## config.mk

```make
export PLATFORM = sky130hd
export DESIGN_NAME = least_discontent_action_select
export DESIGN_NICKNAME = d
export VERILOG_FILES = /design/src/rtl/ldas_pkg.sv /design/src/rtl/least_discontent_action_select.sv /design/src/rtl/ldas_insist_mem.sv /design/src/rtl/ldas_square.sv /design/src/rtl/ldas_select.sv
export SDC_FILE = /design/constraint.sdc
export NUM_CORES = 1
export LEC_CHECK = 0
export ABC_AREA = 0
export BUFFER_PORTS_ARGS = -buffer_cell sky130_fd_sc_hd__buf_2
export CAP_MARGIN = 0
export CORE_MARGIN = 2
export CORE_UTILIZATION = 50
export DETAILED_ROUTE_END_ITERATION = 12
export HOLD_SLACK_MARGIN = 0.1
export PLACE_DENSITY = 0.69
export SYNTH_ARGS = -nofsm -noshare
export SYNTH_HDL_FRONTEND = slang
export SYNTH_SLANG_ARGS = --single-unit
```

## constraint.sdc

```tcl
create_clock -name clk -period 6.3 [get_ports clk]
set_input_delay 1.575 -clock clk [delete_from_list [all_inputs] [get_ports clk]]
set_output_delay 1.575 -clock clk [all_outputs]
set_load 0.01 [all_outputs]
```

## src/rtl/ldas_pkg.sv

```systemverilog
package ldas_pkg;

	localparam int VAL_W     = 16;
	localparam int IDX_W     = 4;
	localparam int SUM_W     = 37;
	localparam int SQ_W      = 33;
	localparam int ACT_W     = 8;
	localparam int GOALS_DEF = 16;
	localparam int ACTIONS   = 256;

	localparam logic [ACT_W-1:0] IDX_MAX =
		ACT_W'(((ACTIONS - 1) < 255) ? (ACTIONS - 1) : 255);
	localparam logic [SUM_W-1:0] SUM_MAX = '1;

	typedef struct packed {
		logic valid;
		logic last_goal;
		logic last_action;
	} ctrl_t;

endpackage

```

## src/rtl/least_discontent_action_select.sv

```systemverilog
// A result shows on result_valid after the word closing a decision passes the insistence
// memory read, add and square registers and the result register. One word per cycle
// while item_stall is low; add, square and accumulate form a 3-stage pipeline after the read.
// The input stalls only while a finished result is held and another is ready to close.
// Reset (arst_n low) clears pipeline control and decision state, not the insistence memory.
module least_discontent_action_select import ldas_pkg::*; #(
	parameter int GOALS = GOALS_DEF
) (
	input  logic                    clk,
	input  logic                    arst_n,
	input  logic                    item_valid,
	output logic                    item_stall,
	input  logic                    op,
	input  logic [IDX_W-1:0]        goal_index,
	input  logic signed [VAL_W-1:0] value,
	input  logic                    last_goal,
	input  logic                    last_action,
	output logic                    result_valid,
	input  logic                    result_stall,
	output logic [ACT_W-1:0]        best_action,
	output logic [SUM_W-1:0]        best_score
);

	logic                    en, accept, in_range;
	logic signed [VAL_W-1:0] rdata;
	ctrl_t                   ctrl_s0, ctrl_s3;
	logic [SQ_W-1:0]         sq;

	assign accept     = item_valid && en;
	assign item_stall = !en;

	assign ctrl_s0.valid       = accept && op;
	assign ctrl_s0.last_goal   = last_goal;
	assign ctrl_s0.last_action = last_action;

	ldas_insist_mem #(.GOALS(GOALS)) u_mem (
		.clk        (clk),
		.en         (en),
		.wr         (accept && !op),
		.goal_index (goal_index),
		.wdata      (value),
		.in_range   (in_range),
		.rdata      (rdata)
	);

	ldas_square u_square (
		.clk      (clk),
		.arst_n   (arst_n),
		.en       (en),
		.ctrl_in  (ctrl_s0),
		.value    (value),
		.in_range (in_range),
		.rdata    (rdata),
		.ctrl_out (ctrl_s3),
		.sq       (sq)
	);

	ldas_select u_select (
		.clk          (clk),
		.arst_n       (arst_n),
		.ctrl         (ctrl_s3),
		.sq           (sq),
		.en           (en),
		.result_stall (result_stall),
		.result_valid (result_valid),
		.best_action  (best_action),
		.best_score   (best_score)
	);

endmodule

```

## src/rtl/ldas_insist_mem.sv

```systemverilog
module ldas_insist_mem import ldas_pkg::*; #(
	parameter int GOALS = GOALS_DEF
) (
	input  logic                    clk,
	input  logic                    en,
	input  logic                    wr,
	input  logic [IDX_W-1:0]        goal_index,
	input  logic signed [VAL_W-1:0] wdata,
	output logic                    in_range,
	output logic signed [VAL_W-1:0] rdata
);

	localparam int GW = (GOALS > 1) ? $clog2(GOALS) : 1;

	logic signed [VAL_W-1:0] mem [GOALS];
	logic [GW-1:0]           addr;

	assign addr     = GW'(goal_index);
	assign in_range = int'(goal_index) < GOALS;

	always_ff @(posedge clk) begin
		if (wr && in_range) begin
			mem[addr] <= wdata;
		end
		if (en) begin
			rdata <= mem[addr];
		end
	end

endmodule

```

## src/rtl/ldas_square.sv

```systemverilog
module ldas_square import ldas_pkg::*; (
	input  logic                    clk,
	input  logic                    arst_n,
	input  logic                    en,
	input  ctrl_t                   ctrl_in,
	input  logic signed [VAL_W-1:0] value,
	input  logic                    in_range,
	input  logic signed [VAL_W-1:0] rdata,
	output ctrl_t                   ctrl_out,
	output logic [SQ_W-1:0]         sq
);

	ctrl_t                   ctrl_s1, ctrl_s2, ctrl_s3;
	logic signed [VAL_W-1:0] value_s1;
	logic                    inr_s1;
	logic signed [VAL_W-1:0] ins;
	logic signed [VAL_W:0]   sum_s2;
	logic signed [2*VAL_W+1:0] prod;
	logic [SQ_W-1:0]         sq_s3;

	assign ins  = inr_s1 ? rdata : '0;
	assign prod = sum_s2 * sum_s2;

	always_ff @(posedge clk or negedge arst_n) begin
		if (!arst_n) begin
			ctrl_s1 <= '0;
			ctrl_s2 <= '0;
			ctrl_s3 <= '0;
		end else if (en) begin
			ctrl_s1 <= ctrl_in;
			ctrl_s2 <= ctrl_s1;
			ctrl_s3 <= ctrl_s2;
		end
	end

	always_ff @(posedge clk) begin
		if (en) begin
			value_s1 <= value;
			inr_s1   <= in_range;
			sum_s2   <= {ins[VAL_W-1], ins} + {value_s1[VAL_W-1], value_s1};
			sq_s3    <= prod[SQ_W-1:0];
		end
	end

	assign ctrl_out = ctrl_s3;
	assign sq       = sq_s3;

endmodule

```

## src/rtl/ldas_select.sv

```systemverilog
module ldas_select import ldas_pkg::*; (
	input  logic             clk,
	input  logic             arst_n,
	input  ctrl_t            ctrl,
	input  logic [SQ_W-1:0]  sq,
	output logic             en,
	input  logic             result_stall,
	output logic             result_valid,
	output logic [ACT_W-1:0] best_action,
	output logic [SUM_W-1:0] best_score
);

	logic [SUM_W-1:0] run_q, best_q;
	logic [ACT_W-1:0] cnt_q, best_idx_q;
	logic             have_q;
	logic             valid_q;
	logic [ACT_W-1:0] action_q;
	logic [SUM_W-1:0] score_q;

	logic [SUM_W:0]   sum_wide;
	logic [SUM_W-1:0] run_new, best_new;
	logic [ACT_W-1:0] idx_new;
	logic             better, fire;

	assign sum_wide = {1'b0, run_q} + (SUM_W+1)'(sq);
	assign run_new  = sum_wide[SUM_W] ? SUM_MAX : sum_wide[SUM_W-1:0];
	assign better   = !have_q || (run_new < best_q);
	assign best_new = better ? run_new : best_q;
	assign idx_new  = better ? cnt_q : best_idx_q;
	assign fire     = ctrl.valid && ctrl.last_goal && ctrl.last_action;
	assign en       = !(valid_q && result_stall && fire);

	always_ff @(posedge clk or negedge arst_n) begin
		if (!arst_n) begin
			run_q      <= '0;
			best_q     <= '0;
			best_idx_q <= '0;
			cnt_q      <= '0;
			have_q     <= 1'b0;
			valid_q    <= 1'b0;
		end else begin
			if (en && fire) begin
				valid_q <= 1'b1;
			end else if (!result_stall) begin
				valid_q <= 1'b0;
			end
			if (en && ctrl.valid) begin
				if (!ctrl.last_goal) begin
					run_q <= run_new;
				end else if (ctrl.last_action) begin
					run_q      <= '0;
					best_q     <= '0;
					best_idx_q <= '0;
					cnt_q      <= '0;
					have_q     <= 1'b0;
				end else begin
					run_q      <= '0;
					best_q     <= best_new;
					best_idx_q <= idx_new;
					have_q     <= 1'b1;
					if (cnt_q < IDX_MAX) begin
						cnt_q <= cnt_q + 1'b1;
					end
				end
			end
		end
	end

	always_ff @(posedge clk) begin
		if (en && fire) begin
			action_q <= idx_new;
			score_q  <= best_new;
		end
	end

	assign result_valid = valid_q;
	assign best_action  = action_q;
	assign best_score   = score_q;

`ifndef NO_ASSERTIONS
	a_idle_clear: assert property (@(posedge clk) disable iff (!arst_n)
		!have_q |-> (cnt_q == '0 && best_q == '0 && best_idx_q == '0))
		else $error("decision state not clear without a best action");
	a_idx_order: assert property (@(posedge clk) disable iff (!arst_n)
		best_idx_q <= cnt_q)
		else $error("best index ahead of action counter");
	a_hold_cause: assert property (@(posedge clk) disable iff (!arst_n)
		!en |-> (valid_q && fire))
		else $error("pipeline held without a blocked result");
	a_fire_out: assert property (@(posedge clk) disable iff (!arst_n)
		(en && fire) |=> valid_q)
		else $error("closing word gave no result");
`endif

endmodule
```

==> results by group <==
Yosys
  • Synth top area share: 37.1%
  • Register area share after synthesis: 45.3%
  • Mean Syn Cell Area: 12.6 um2
  • Synthesis-stage register bit count: 483
  • Synth Warn #: 0
  • Post-synthesis cell type count: 69
  • Async SR Flop Fraction: 20.9%
  • Synth top area cells: edfxtp_1 (37%), fa_1 (17%), dfrtp_1 (8.2%), ha_1 (7.0%), mux4_2 (5.8%)
  • Synth Net Count: 2928
  • Main flop type after synthesis: edfxtp_1
  • EDFF count, synth: 382
  • Synth area leader: edfxtp_1
  • Post-Syn Instances: 2464
  • Mapped Area: 30900 um2

STA
  • Worst slew pin tran: 1.18 ns
  • Final Max Tran Viols: 0
  • Post-route setup slack: 0.112 ns
  • Setup_tns: 0 ns
  • Clk_skew: 0.0324 ns
  • Max Freq: 0.162 GHz
  • Fin. Hold Viols: 0
  • RSZ-0062 raised after global routing: true
  • Worst relative slew slack: 21.1%
  • Endpoints failing setup: 0
  • Final Cycle Share: 98.2%
  • Crit path time final: 6.19 ns

Worst setup path
  • Worst path slowest cell: fa_1
  • Startpoint Class: flip-flop
  • Reg2reg start: u_square.sum_s2[9]
  • Critical path fanouts, max: 4
  • CP peak stage delay: 0.55 ns
  • Required @ worst endpoint: 6.75 ns
  • Critical Path Sink Type: flip-flop
  • Crit-path cells: nand2_2, inv_2, fa_1, inv_1, fa_1, fa_1, inv_1, fa_1, fa_1, inv_1, fa_1, inv_1, ha_1, o21a_1, o21a_2, and3_4, a211o_1, nand3_2, a31oi_4, or4_1, nand3_1
  • WP data arrival: 6.64 ns
  • CP dominant cell by count: fa_1
  • Crit path kind: flip-flop to flip-flop
  • Kind of cell adding the most delay to the critical path: adder cells
  • Crit path from: u_square.sum_s2[9]
  • Buffers plus inverters on the worst setup path: 5

Place
  • GPL Wtd Cong: 0.904
  • Placement Setup Slack: -0.0908 ns
  • Placed cell area: 33100 um2
  • Buffers on Ports: 73
  • Placed Cells incl. Taps: 3387
  • DP HPWL: 50000 um

Global routing
  • Total gr overflow: 0
  • Initial antenna violation count: 0
  • Vias in the first global route: 20595
  • Largest net degree at the start of global routing: 68
  • Total global-route track usage: 21.8%
  • First-pass GRT wire length: 109000 um

Detailed routing
  • Drt wl/cell: 19.3 um
  • DRC: 0
  • Initial detailed-routing violation count: 1192
  • Vias: 19123
  • Vias per cell: 5.47
  • TritonRoute pass-1 iters: 6
  • Routed WL: 67400 um
  • DRT antenna net count: 0

Final layout
  • Commonest non-fill, non-tap cells in the layout: inv_1 (396), edfxtp_1 (382), fa_1 (257)
  • Share of cells above drive strength 1: 18.2%
  • Ant diodes: 0
  • Post-route design area: 35100 um2
  • Commonest non-fill, non-tap cell in the layout: inv_1
  • Area delta synth->final: 13.6%
  • Final nets: 3129
  • Final Non-Filler Cells: 3493

Clock tree
  • Clock-pin transition on the worst setup and hold timing paths: 0.06 ns
  • # H-tree levels: 2
  • CTS Buffer Depth: 3
  • Clock Sink Count: 483
  • Cts hold-fix bufs: 0
  • Root Driver: clkbuf_16
  • CTS tree: yes
  • Worst-skew pair later-pin latency: 0.60 ns
  • TritonCTS buffer count: 49

Worst hold path
  • Worst Hold Launch: u_square.ctrl_s2[0]
  • Worst Hold Class: flip-flop to flip-flop

Die
  • Core area: 61500 um2
  • Die area: 63900 um2
  • Die height: 253 um
  • Initial Utilization: 50.3%
  • Die W: 253 um
  • # IOs: 74
  • Row count: 91

Status
  • Status: completed

Run
  • Max Cap Viol: 0
-- routing by layer --
| layer | vias to the layer above | track usage, % | routed length [um] |
|---|---|---|---|
| li1 | 8864 | - | - |
| met1 | 9747 | 27.7 | 27700 |
| met2 | 403 | 38.8 | 34700 |
| met3 | 109 | 2.71 | 2780 |
| met4 | 0 | 6.78 | 2100 |
| met5 | - | 0 | 0 |
-- registers in the layout (all words and copies together) (netlist names) --
name / flops
u_mem.mem: 256
u_select.best_q: 37
u_select.best_score: 37
u_select.run_q: 37
u_square.sq: 32
u_square.sum_s2: 17
u_mem.rdata: 16
u_square.value_s1: 16
u_select.best_action: 8
u_select.best_idx_q: 8
u_select.cnt_q: 8
u_square.ctrl_out: 3
u_square.ctrl_s1: 3
u_square.ctrl_s2: 3
u_select.have_q: 1
u_select.result_valid: 1
-- synthesized netlist by cell type (5+ instances only) --
| cell | count |
|---|---|
| o21bai_1 | 5 |
| or3_1 | 9 |
| fa_1 | 263 |
| o21ai_0 | 83 |
| nand4_1 | 22 |
| xor2_1 | 21 |
| o2bb2ai_1 | 6 |
| a21o_1 | 42 |
| nand2_1 | 204 |
| mux2_2 | 19 |
| inv_1 | 407 |
| mux4_2 | 80 |
| nand3_1 | 26 |
| and3_1 | 12 |
| ha_1 | 174 |
| a31oi_1 | 9 |
| dfrtp_1 | 101 |
| o211ai_1 | 5 |
| buf_2 | 10 |
| a22o_1 | 51 |
| nor2_1 | 111 |
| buf_6 | 7 |
| a211oi_1 | 16 |
| nor3_1 | 21 |
| or2_2 | 9 |
| edfxtp_1 | 382 |
| xnor2_1 | 65 |
| nand2b_1 | 13 |
| and2_1 | 55 |
| nor2b_1 | 20 |
| a21oi_1 | 74 |
| clkbuf_1 | 59 |
| o21a_1 | 12 |
-- final timing paths --
path	slack (ns)	to	cells after the start
setup / recovery	0.11	u_square.sq[32]	21
hold / removal	0.45	u_square.ctrl_out[0]	1
setup reg to reg	0.11	u_square.sq[32]	21
hold reg to reg	0.45	u_square.ctrl_out[0]	1
max in group asynchronous	4.19	u_select.run_q[19]	2
min in group asynchronous	1.11	u_select.cnt_q[5]	1
-- worst register-to-register path: stages (launching register included) --
cell,delay [ns]
edfxtp_1,0.51
nand2_2,0.14
inv_2,0.04
fa_1,0.54
inv_1,0.06
fa_1,0.44
fa_1,0.54
inv_1,0.06
fa_1,0.49
fa_1,0.55
inv_1,0.09
fa_1,0.54
inv_1,0.04
ha_1,0.31
o21a_1,0.13
o21a_2,0.23
and3_4,0.18
a211o_1,0.32
nand3_2,0.13
a31oi_4,0.10
or4_1,0.51
nand3_1,0.08
-- final cells by class --
class	instances	area, um2
clock buffers	66	1330
clock inverters	23	254
well taps	790	988
flip-flops and latches	483	14000
fillers	4903	26400
repair buffers	231	1670
inverters	407	1530
multi-input cells	1493	15400
-- stage by stage --
stage / util [%] / hold slack [ns]
2_1_floorplan: - / 0.430
3_3_place_gp: 53.8 / 0.444
3_5_place_dp: 53.8 / 0.449
4_1_cts: 56.5 / 0.458
5_1_grt: 57.1 / 0.480
6_report: 57.1 / 0.454
-- timing repair --
item,in CTS,in global routing
pin swaps,6,55
gates resized for setup,5,80
setup buffers,3,14
endpoints found under the setup margin,4,58
-- kinds of logic (layout without fill, tap and decap cells) --
group | Yosys count | after routing | share of synthesized area [%]
AND/OR/NAND/NOR | 519 | 519 | 7.83
buffers and inverters | 488 | 727 | 6.14
flip-flops | 483 | 483 | 45.3
multiplexers | 103 | 103 | 6.65
adder cells (fa/ha/maj) | 437 | 437 | 24.1
AO/OA/AOI/OAI | 348 | 348 | 7.63
XOR/XNOR | 86 | 86 | 2.43
Power is not shown: default switching activity piles up to over one toggle a cycle in this logic, so the estimate is an artifact.
